===== config.mk =====
export PLATFORM = sky130hd
export DESIGN_NAME = pi_throttle_antiwindup_top
export DESIGN_NICKNAME = d
export VERILOG_FILES = /design/src/rtl/core/pta_pkg.sv /design/src/rtl/core/pi_throttle_antiwindup_top.sv
export SDC_FILE = /design/constraint.sdc
export NUM_CORES = 2
export LEC_CHECK = 0
export BUFFER_PORTS_ARGS = -buffer_cell sky130_fd_sc_hd__buf_2
export CORE_ASPECT_RATIO = 2
export CORE_UTILIZATION = 55
export CTS_BUF_LIST = sky130_fd_sc_hd__clkbuf_4 sky130_fd_sc_hd__clkbuf_8
export CTS_CLUSTER_DIAMETER = 40
export CTS_CLUSTER_SIZE = 20
export DETAILED_ROUTE_END_ITERATION = 10
export GPL_TIMING_DRIVEN = 0
export PLACE_DENSITY = 0.78
export SYNTH_ARGS = -nofsm -noshare
export SYNTH_HDL_FRONTEND = slang
export SYNTH_SLANG_ARGS = --single-unit

===== constraint.sdc =====
create_clock -name clk_i -period 8 [get_ports clk_i]
set_input_delay 1.6 -clock clk_i [delete_from_list [all_inputs] [get_ports clk_i]]
set_output_delay 1.6 -clock clk_i [all_outputs]
set_load 0.02 [all_outputs]

===== src/rtl/core/pta_pkg.sv =====
// shared types, codes and helpers of the pi throttle controller
`default_nettype none

package pta_pkg;

  localparam int AccW  = 64;
  localparam int IntW  = 40;
  localparam int ErrW  = 17;
  localparam int MulAW = 17;
  localparam int MulBW = 25;
  localparam int ProdW = MulAW + MulBW;

  typedef logic signed [AccW-1:0]  acc_t;
  typedef logic signed [IntW-1:0]  integ_t;
  typedef logic signed [ProdW-1:0] prod_t;

  localparam logic [15:0] OneQ15 = 16'd32768;

  localparam acc_t IntegMaxExt = 64'sd549755813887;
  localparam acc_t IntegMinExt = -64'sd549755813888;

  typedef enum logic [1:0] {
    CS_NONE = 2'd0,
    CS_HIGH = 2'd1,
    CS_LOW  = 2'd2
  } clamp_e;

  typedef enum logic [2:0] {
    REG_PROP_GAIN    = 3'd0,
    REG_INTEG_GAIN   = 3'd1,
    REG_WINDUP_GAIN  = 3'd2,
    REG_FFWD_GAIN    = 3'd3,
    REG_THROTTLE_MAX = 3'd4
  } cfg_idx_e;

  // saturate a wide value to the integrator range
  function automatic integ_t sat_integ(acc_t x);
    integ_t r;
    if (x > IntegMaxExt) begin
      r = IntegMaxExt[IntW-1:0];
    end else if (x < IntegMinExt) begin
      r = IntegMinExt[IntW-1:0];
    end else begin
      r = x[IntW-1:0];
    end
    return r;
  endfunction

endpackage

`default_nettype wire


===== src/rtl/core/pi_throttle_antiwindup_top.sv =====
// velocity pi throttle controller with feed-forward and back-calculation anti-windup
//
//  channel  | dir | handshake                     | payload
//  ---------+-----+-------------------------------+-----------------------------------------
//  s_axis   | in  | s_axis_tvalid / s_axis_tready | tdata: vel_err_in, ref_speed, meas_speed,
//           |     |                               |        step_time; tuser: func
//  m_axis   | out | m_axis_tvalid / m_axis_tready | tdata: throttle, clamp_state
//  cfg      | in  | cfg_we_i (no wait)            | cfg_idx_i, cfg_data_i
//
// a beat runs from accept through the sequencer steps back to idle before the next accept;
// a clamped command adds the windup steps; the pace is set by the single 17x25 multiplier
// that the sequencer reuses for every product (split partial products for the wide ones)
// and the accumulator behind it
// reset clears the integrator, the sequencer and the output valid; gains reset to zero
// and the throttle limit to 1.0
// a result waits in the output register while the next beat is taken in; the sequencer
// holds in its last step only if that register is still full
`default_nettype none

module pi_throttle_antiwindup_top (
  input  wire logic        clk_i,
  input  wire logic        rst_ni,
  // slave side
  input  wire logic        s_axis_tvalid,
  output logic             s_axis_tready,
  // [15:0] vel_err_in, [31:16] ref_speed, [47:32] meas_speed, [63:48] step_time
  input  wire logic [63:0] s_axis_tdata,
  // [0] func
  input  wire logic        s_axis_tuser,
  // master side
  output logic             m_axis_tvalid,
  input  wire logic        m_axis_tready,
  // [15:0] throttle, [17:16] clamp_state, [23:18] zero
  output logic [23:0]      m_axis_tdata,
  // configuration write port
  input  wire logic        cfg_we_i,
  input  wire logic [2:0]  cfg_idx_i,
  input  wire logic [15:0] cfg_data_i
);

  import pta_pkg::*;

  // sequencer steps, at most one product issued per step
  typedef enum logic [3:0] {
    ST_IDLE,  // wait for a beat
    ST_DT,    // err * dt
    ST_P,     // prop * err, integrator += round(err * dt)
    ST_FF,    // ffwd * ref, u = prop term
    ST_IL,    // integ_gain * integ low half, u += ff term
    ST_IH,    // integ_gain * integ high half, u += low half
    ST_CMP,   // u += high half
    ST_EVAL,  // clamp decision, excess
    ST_XRND,  // excess rounded to q.16
    ST_WL,    // windup * excess low half
    ST_WH,    // windup * excess high half
    ST_WC,    // correction sum
    ST_WRND,  // correction rounded
    ST_WSUB,  // integrator -= correction
    ST_DONE   // hand result to the output register
  } state_e;

  state_e state_q;

  // configuration registers
  logic [15:0] prop_gain_q, integ_gain_q, windup_gain_q, ffwd_gain_q, throttle_max_q;

  // working registers
  logic                   func_q;
  logic signed [ErrW-1:0] err_q;
  logic signed [15:0]     ref_q;
  logic [15:0]            dt_q;
  prod_t                  prod_q;
  acc_t                   acc_q;
  integ_t                 integ_q;
  logic [15:0]            res_thr_q;
  clamp_e                 res_cs_q;

  // output register
  logic                   out_valid_q;
  logic [15:0]            out_thr_q;
  clamp_e                 out_cs_q;

  // input unpacking
  logic signed [15:0]     in_vel, in_ref, in_meas;
  logic signed [ErrW-1:0] in_err;

  // shared multiplier
  logic signed [MulAW-1:0] mul_a;
  logic signed [MulBW-1:0] mul_b;
  prod_t                   mul_p;

  // datapath helpers
  acc_t        prod_ext, integ_ext, dt_rnd, lim_ext, thr_rnd, half_rnd;
  logic [15:0] lim_eff;

  assign in_vel  = $signed(s_axis_tdata[15:0]);
  assign in_ref  = $signed(s_axis_tdata[31:16]);
  assign in_meas = $signed(s_axis_tdata[47:32]);
  assign in_err  = s_axis_tuser ? ({in_ref[15], in_ref} - {in_meas[15], in_meas})
                                : {in_vel[15], in_vel};

  // operand select per step
  always_comb begin
    mul_a = '0;
    mul_b = '0;
    unique case (state_q)
      ST_DT: begin
        mul_a = err_q;
        mul_b = $signed({9'd0, dt_q});
      end
      ST_P: begin
        mul_a = $signed({1'b0, prop_gain_q});
        mul_b = $signed({{(MulBW-ErrW){err_q[ErrW-1]}}, err_q});
      end
      ST_FF: begin
        // no feed-forward term when the error came in directly
        mul_a = func_q ? $signed({1'b0, ffwd_gain_q}) : '0;
        mul_b = $signed({{(MulBW-16){ref_q[15]}}, ref_q});
      end
      ST_IL: begin
        mul_a = $signed({1'b0, integ_gain_q});
        mul_b = $signed({5'd0, integ_q[19:0]});
      end
      ST_IH: begin
        mul_a = $signed({1'b0, integ_gain_q});
        mul_b = $signed({{5{integ_q[39]}}, integ_q[39:20]});
      end
      ST_WL: begin
        mul_a = $signed({1'b0, windup_gain_q});
        mul_b = $signed({1'b0, acc_q[23:0]});
      end
      ST_WH: begin
        mul_a = $signed({1'b0, windup_gain_q});
        mul_b = $signed({acc_q[47], acc_q[47:24]});
      end
      default: begin
        mul_a = '0;
        mul_b = '0;
      end
    endcase
  end

  assign mul_p = mul_a * mul_b;

  assign prod_ext  = {{(AccW-ProdW){prod_q[ProdW-1]}}, prod_q};
  assign integ_ext = {{(AccW-IntW){integ_q[IntW-1]}}, integ_q};
  assign dt_rnd    = (prod_ext + 64'sd128) >>> 8;
  assign lim_eff   = (throttle_max_q > OneQ15) ? OneQ15 : throttle_max_q;
  assign lim_ext   = $signed({35'd0, lim_eff, 13'd0});
  assign thr_rnd   = (acc_q + 64'sd4096) >>> 13;
  assign half_rnd  = (acc_q + 64'sd2048) >>> 12;

  // configuration writes
  always_ff @(posedge clk_i or negedge rst_ni) begin
    if (!rst_ni) begin
      prop_gain_q    <= '0;
      integ_gain_q   <= '0;
      windup_gain_q  <= '0;
      ffwd_gain_q    <= '0;
      throttle_max_q <= OneQ15;
    end else if (cfg_we_i) begin
      unique case (cfg_idx_i)
        REG_PROP_GAIN:    prop_gain_q    <= cfg_data_i;
        REG_INTEG_GAIN:   integ_gain_q   <= cfg_data_i;
        REG_WINDUP_GAIN:  windup_gain_q  <= cfg_data_i;
        REG_FFWD_GAIN:    ffwd_gain_q    <= cfg_data_i;
        REG_THROTTLE_MAX: throttle_max_q <= cfg_data_i;
        default: ;
      endcase
    end
  end

  // sequencer, datapath and output register
  always_ff @(posedge clk_i or negedge rst_ni) begin
    if (!rst_ni) begin
      state_q     <= ST_IDLE;
      integ_q     <= '0;
      out_valid_q <= 1'b0;
    end else begin
      // a claimed result frees the register unless the last step refills it now
      if (out_valid_q && m_axis_tready && (state_q != ST_DONE)) begin
        out_valid_q <= 1'b0;
      end
      unique case (state_q)
        ST_IDLE: begin
          if (s_axis_tvalid) begin
            func_q  <= s_axis_tuser;
            err_q   <= in_err;
            ref_q   <= in_ref;
            dt_q    <= s_axis_tdata[63:48];
            state_q <= ST_DT;
          end
        end
        ST_DT: begin
          prod_q  <= mul_p;
          acc_q   <= '0;
          state_q <= ST_P;
        end
        ST_P: begin
          prod_q  <= mul_p;
          integ_q <= sat_integ(integ_ext + dt_rnd);
          state_q <= ST_FF;
        end
        ST_FF: begin
          prod_q  <= mul_p;
          acc_q   <= acc_q + (prod_ext <<< 8);
          state_q <= ST_IL;
        end
        ST_IL: begin
          prod_q  <= mul_p;
          acc_q   <= acc_q + (prod_ext <<< 8);
          state_q <= ST_IH;
        end
        ST_IH: begin
          prod_q  <= mul_p;
          acc_q   <= acc_q + prod_ext;
          state_q <= ST_CMP;
        end
        ST_CMP: begin
          acc_q   <= acc_q + (prod_ext <<< 20);
          state_q <= ST_EVAL;
        end
        ST_EVAL: begin
          if (acc_q > lim_ext) begin
            // above the limit: throttle sits at the limit, excess is u - limit
            res_thr_q <= lim_eff;
            res_cs_q  <= CS_HIGH;
            acc_q     <= acc_q - lim_ext;
            state_q   <= ST_XRND;
          end else if (acc_q[AccW-1]) begin
            // negative command: excess is u itself
            res_thr_q <= '0;
            res_cs_q  <= CS_LOW;
            state_q   <= ST_XRND;
          end else begin
            res_thr_q <= thr_rnd[15:0];
            res_cs_q  <= CS_NONE;
            state_q   <= ST_DONE;
          end
        end
        ST_XRND: begin
          acc_q   <= half_rnd;
          state_q <= ST_WL;
        end
        ST_WL: begin
          prod_q  <= mul_p;
          state_q <= ST_WH;
        end
        ST_WH: begin
          prod_q  <= mul_p;
          acc_q   <= prod_ext;
          state_q <= ST_WC;
        end
        ST_WC: begin
          acc_q   <= acc_q + (prod_ext <<< 24);
          state_q <= ST_WRND;
        end
        ST_WRND: begin
          acc_q   <= half_rnd;
          state_q <= ST_WSUB;
        end
        ST_WSUB: begin
          integ_q <= sat_integ(integ_ext - acc_q);
          state_q <= ST_DONE;
        end
        ST_DONE: begin
          // wait only while the previous result is still unclaimed
          if (!out_valid_q || m_axis_tready) begin
            out_thr_q   <= res_thr_q;
            out_cs_q    <= res_cs_q;
            out_valid_q <= 1'b1;
            state_q     <= ST_IDLE;
          end
        end
        default: state_q <= ST_IDLE;
      endcase
    end
  end

  assign s_axis_tready = (state_q == ST_IDLE);
  assign m_axis_tvalid = out_valid_q;
  assign m_axis_tdata  = {6'd0, out_cs_q, out_thr_q};

endmodule

`default_nettype wire


==> results of run 1 <==
==> synth_stat cells, types with 11 or more instances <==
| master | instances | area [sq um] |
|---|---|---|
| nor4_1 | 36 | 225.2 |
| a222oi_1 | 40 | 400.4 |
| nand4_1 | 108 | 675.7 |
| dfrtp_1 | 124 | 3103 |
| mux2_2 | 85 | 957.2 |
| mux2i_1 | 19 | 190.2 |
| a211oi_1 | 40 | 300.3 |
| fa_1 | 424 | 8488 |
| edfxtp_1 | 192 | 5766 |
| xnor2_1 | 302 | 2645 |
| a31o_2 | 12 | 105.1 |
| inv_1 | 648 | 2432 |
| o21ai_1 | 11 | 55.05 |
| o211ai_1 | 47 | 352.8 |
| xor2_1 | 117 | 1025 |
| clkbuf_1 | 239 | 897.1 |
| a211o_1 | 16 | 140.1 |
| a31oi_1 | 54 | 337.8 |
| o2bb2ai_1 | 25 | 219.0 |
| nand2_1 | 613 | 2301 |
| o21bai_1 | 52 | 390.4 |
| nor2_1 | 508 | 1907 |
| o21ai_0 | 281 | 1406 |
| and3_1 | 52 | 325.3 |
| nor3_1 | 112 | 560.5 |
| or2_2 | 29 | 181.4 |
| o22ai_1 | 15 | 93.84 |
| buf_1 | 12 | 45.04 |
| a21boi_0 | 13 | 97.59 |
| a221o_1 | 16 | 160.2 |
| o221ai_1 | 35 | 306.5 |
| o31ai_1 | 27 | 202.7 |
| and4_1 | 36 | 315.3 |
| o21a_1 | 49 | 367.9 |
| and2_1 | 35 | 219.0 |
| a21o_1 | 222 | 1667 |
| or3_1 | 36 | 225.2 |
| nand3_1 | 147 | 735.7 |
| a22oi_1 | 63 | 473.0 |
| ha_1 | 423 | 5293 |
| nor2b_1 | 49 | 306.5 |
| o2111ai_1 | 17 | 148.9 |
| nand2b_1 | 65 | 406.6 |
| a221oi_1 | 43 | 376.6 |
| a21oi_1 | 400 | 2002 |
==> routing by layer <==
metal,GRT overflow,GRT usage
met1,3,0.5436
met3,1,0.3226
met2,92,0.8869
met5,0,0.03122
met4,83,0.7119
==> repair_timing <==
action / CTS
resized for setup: 329
endpoints found under the setup margin: 29
gates cloned: 2
pin swaps: 116
buffers inserted: 146
==> cells by family after synthesis <==
logic type,share of synthesized area
compound gates,0.2106
fa+ha+maj,0.2739
xor+xnor,0.07294
other cells,0.00007454
mux,0.02281
buf+inv,0.06981
flops,0.1768
simple gates,0.1731
==> through the flow <==
step / setup WS, ns / hold slack [ns] / area, sq um / cells / TNS, ns
after global placement: -3.320 / 0.4028 / 52430 / 7346 / -102.05
after detailed placement: -3.107 / 0.4045 / 52710 / 7360 / -54.67
after floorplan: 0.01235 / 0.4003 / 50400 / 6053 / 0
after CTS: -0.2322 / 0.4269 / 56210 / 7556 / -0.4709
==> qor.txt, run 1 <==
ys async rst share -> 0.3943
effective utilization at floorplan -> 0.5555
Detail Placement HPWL -> 194,400 microns
clk buf depth -> 3
count of input and output buffers -> 108
most used flip-flop cell after synthesis -> edfxtp_1
I/O pins -> 115
total of flip-flops plus latches after synthesis -> 317
count of hold buffers inserted by post-cts repair -> 0
total number of yosys warnings -> 0
global-route congestion overflow total -> 179
num rows -> 156
number of global-route vias before repair -> 57,660
chip width -> 215.9 microns
total standard cell area after synthesis -> 50,310 sq um
root cell of the clock tree -> clkbuf_8
pin count of the biggest net entering global routing -> 94
failing step -> global routing
Log Error -> [ERROR GRT-0116] Global routing finished with congestion. Check the congestion regions in the DRC Viewer.
Distinct cells, synth -> 91
y dimension of the die -> 429.7 microns
all-layer global routing usage -> 0.6027
Post-synth EDFFs -> 192
global-route wire length before repair -> 407,600 microns
CTS H-tree lvls -> 2
status -> stopped before the end
cell count after synthesis -> 6,048
Num CTS Buffers -> 41
final weighted congestion in routability-driven placement -> 1.134
portion of the post-synthesis area used by sequential elements -> 0.1768
Syn Area/Cell -> 8.319 sq um
count of clock tree sinks -> 317
==> run 2, diff against run 1 <==
==> config.mk (replaced) <==
export PLATFORM = sky130hd
export DESIGN_NAME = pi_throttle_antiwindup_top
export DESIGN_NICKNAME = d
export VERILOG_FILES = /design/src/rtl/core/pta_pkg.sv /design/src/rtl/core/pi_throttle_antiwindup_top.sv
export SDC_FILE = /design/constraint.sdc
export NUM_CORES = 2
export LEC_CHECK = 0
export BUFFER_PORTS_ARGS = -buffer_cell sky130_fd_sc_hd__buf_2
export CORE_UTILIZATION = 40
export DETAILED_ROUTE_END_ITERATION = 10
export GPL_TIMING_DRIVEN = 0
export PLACE_DENSITY_LB_ADDON = 0.15
export SYNTH_ARGS = -nofsm -noshare
export SYNTH_HDL_FRONTEND = slang
export SYNTH_SLANG_ARGS = --single-unit
==> constraint.sdc (replaced) <==
create_clock -name clk_i -period 10.4 [get_ports clk_i]
set_input_delay 2.08 -clock clk_i [delete_from_list [all_inputs] [get_ports clk_i]]
set_output_delay 2.08 -clock clk_i [all_outputs]
set_load 0.02 [all_outputs]
==> qor.txt, run 2 <==
worst hold path type -> reg2reg
category of the worst setup path capture point -> register
final hold violation count -> 0
clock network latency to the later pin of the worst-skew pair -> 0.66 ns
global-route wire length before repair -> 317,800 microns
total of flip-flops plus latches after synthesis -> 317 (unchanged)
Slew @ Worst Pin -> 1.496 ns
post-placement cell area -> 53,330 sq um (was 52,710 sq um)
Period minus WS final -> 10.14 ns
Num CTS Buffers -> 44 (was 41)
library cell with the largest summed area after synthesis -> fa_1 (unchanged)
I/O pins -> 115 (unchanged)
Syn Area/Cell -> 8.319 sq um (unchanged)
Worst Setup Start Kind -> register
clock input transition at the sequential cells of the worst setup and hold paths -> 0.06 ns
number of vias per cell -> 6.142
first-pass detailed-route iteration total -> 11
leading cell types by count after synthesis -> 648 x inv_1, 613 x nand2_1, 508 x nor2_1 (unchanged)
status -> finished, violations left (was stopped before the end)
post-route design area -> 54,970 sq um
leading cell types in the layout, fill and taps excluded -> 648 x inv_1, 612 x nand2_1, 501 x nor2_1
post-layout worst setup margin -> 0.2599 ns
worst setup timing slack at the placement stage -> -1.852 ns (was -3.107 ns)
effective utilization at floorplan -> 0.4048 (was 0.5555)
Layout Area Growth over Synthesis -> 9.259%
all-layer global routing usage -> 0.3443
max cap viols -> 2
largest reg by FF count -> acc_q
clk buf depth -> 3 (unchanged)
WL per Instance -> 28.19 microns
root cell of the clock tree -> clkbuf_16 (was clkbuf_8)
slowest cell on the critical path -> clkbuf_1
total wire length after detailed routing -> 222,900 microns
count of unresolved DRC violations after routing -> 6
biggest fanout along the worst timing path -> 10
Fmax -> 98.62 MHz
count of hold buffers inserted by post-cts repair -> 0 (unchanged)
initial DRC count -> 5,678
Distinct cells, synth -> 91 (unchanged)
category of the most critical setup path -> reg2reg
full die area -> 127,200 sq um
max reg flops -> 64
share of the core filled with cells -> 0.4423
signal arrival time at the worst endpoint -> 10.46 ns
period utilisation layout -> 0.9750
# setup viols final -> 0
CTS H-tree lvls -> 2 (unchanged)
floorplan core area -> 124,300 sq um
Sum Neg Setup Slack -> 0 ns
clock tree from TritonCTS -> yes
global-route congestion overflow total -> 0
biggest regs -> acc_q: 64 flops, prod_q: 42 flops, integ_q: 40 flops
num rows -> 129 (was 156)
violations in the final reports -> design-rule violations, max-capacitance violations
most used flip-flop cell after synthesis -> edfxtp_1 (unchanged)
data required time at the worst endpoint -> 10.72 ns
tightest slew margin relative to the limit -> 0.002570
worst setup slack for register-to-register paths -> 0.26 ns
number of antenna violations at the first check in global routing -> 11
number of routed nets with antenna violations -> 0
y dimension of the die -> 356.7 microns (was 429.7 microns)
chip width -> 356.7 microns (was 215.9 microns)
count of input and output buffers -> 108 (unchanged)
cell type with the highest occurrence count on the critical path -> fa_1
# nets final -> 7,168
portion of the post-synthesis area used by sequential elements -> 0.1768 (unchanged)
Layout Skew -> 0.04042 ns
number of global-route vias before repair -> 45,550
final count of pins violating max slew -> 0
Post-synth EDFFs -> 192 (unchanged)
RSZ-0062 raised after global routing -> no
count of clock tree sinks -> 317 (unchanged)
fraction of final layout cells with drive strength greater than 1 -> 0.07085
pin count of the biggest net entering global routing -> 94
commonest non-fill, non-tap cell in the layout -> inv_1
ys async rst share -> 0.3943 (unchanged)
cell count after synthesis -> 6,048 (unchanged)
dominant cell by count in the synthesized netlist -> inv_1 (unchanged)
Area contributors post-synth -> fa_1 17%, edfxtp_1 11%, ha_1 11% (unchanged)
overall via count from detail_route -> 48,560
final weighted congestion in routability-driven placement -> 1.038 (was 1.134)
total standard cell area after synthesis -> 50,310 sq um (unchanged)
biggest cell delay along the critical path -> 0.70 ns
total number of yosys warnings -> 0 (unchanged)
Detail Placement HPWL -> 181,400 microns (was 194,400 microns)
fraction of post-synthesis cell area in the top cell type by area -> 0.1687 (unchanged)
-- run 2: cell counts after synthesis --
Identical to the previous run, type by type.
-- run 2: critical path: cells and delay by family, from the launching register on --
family	cells	cell delay [ns]
compound gates	11	3.18
fa+ha+maj	7	3.42
buf+inv	9	2.10
flops	1	0.40
simple gates	4	0.67
-- run 2: per-stage QoR --
stage | std cells | hold slack (ns)
after floorplan | 6053 | 0.4003
after global placement | 7798 | 0.4032
after detailed placement | 7820 | 0.4065
after CTS | 7902 | 0.4192
after global routing | 7904 | 0.4261
final | 7907 | 0.4191
-- run 2: path summary, 6_finish.rpt --
path                              start                 end  depth (start not counted)
max                          state_q[1]          prod_q[39]                         31
min                        res_thr_q[2]        out_thr_q[2]                          0
max reg2reg                  state_q[1]          prod_q[39]                         31
min reg2reg                res_thr_q[2]        out_thr_q[2]                          0
max in group asynchronous        rst_ni  throttle_max_q[15]                          2
min in group asynchronous        rst_ni         integ_q[39]                          1
-- run 2: per-layer routing --
| layer | share of wire | up-vias | global-route usage |
|---|---|---|---|
| met3 | 0.11 | 458 | 0.07545 |
| met2 | 0.41 | 2469 | 0.4920 |
| met4 | 0.050 | 6 | 0.1444 |
| met1 | 0.43 | 23920 | 0.4969 |
| met5 | 0.00015 | - | 0 |
| li1 | - | 21710 | - |
-- run 2: cell families after synthesis --
kind of cell,count (synthesis),share of synthesized area
AOI/OAI and AO/OA,1577,0.2106
muxes,104,0.02281
adders and majority gates,847,0.2739
buffers and inverters,920,0.06981
and+or+nand+nor,1863,0.1731
other,1,0.00007454
xor gates and xnor gates,419,0.07294
DFF,317,0.1768
-- run 2: cell type report --
type | count | area [sq um]
plain buffers | 262 | 1081
multi-input cells | 4816 | 38140
inverters | 651 | 2444
clock buffers | 53 | 1166
well taps | 1637 | 2048
repair buffers | 140 | 930.9
fillers | 12620 | 69310
clock inverters | 28 | 261.5
flip-flops and latches | 317 | 8895
diodes | 3 | 7.507
-- run 2: repair_timing --
item | CTS | global route
buffers inserted | 1 | 9
setup endpoints to repair | 18 | 8
pin swaps | 1 | 5
gates resized for setup | 29 | 44
Power of run 2 is not shown: default switching activity piles up to over one toggle a cycle in this logic, so the estimate is an artifact.
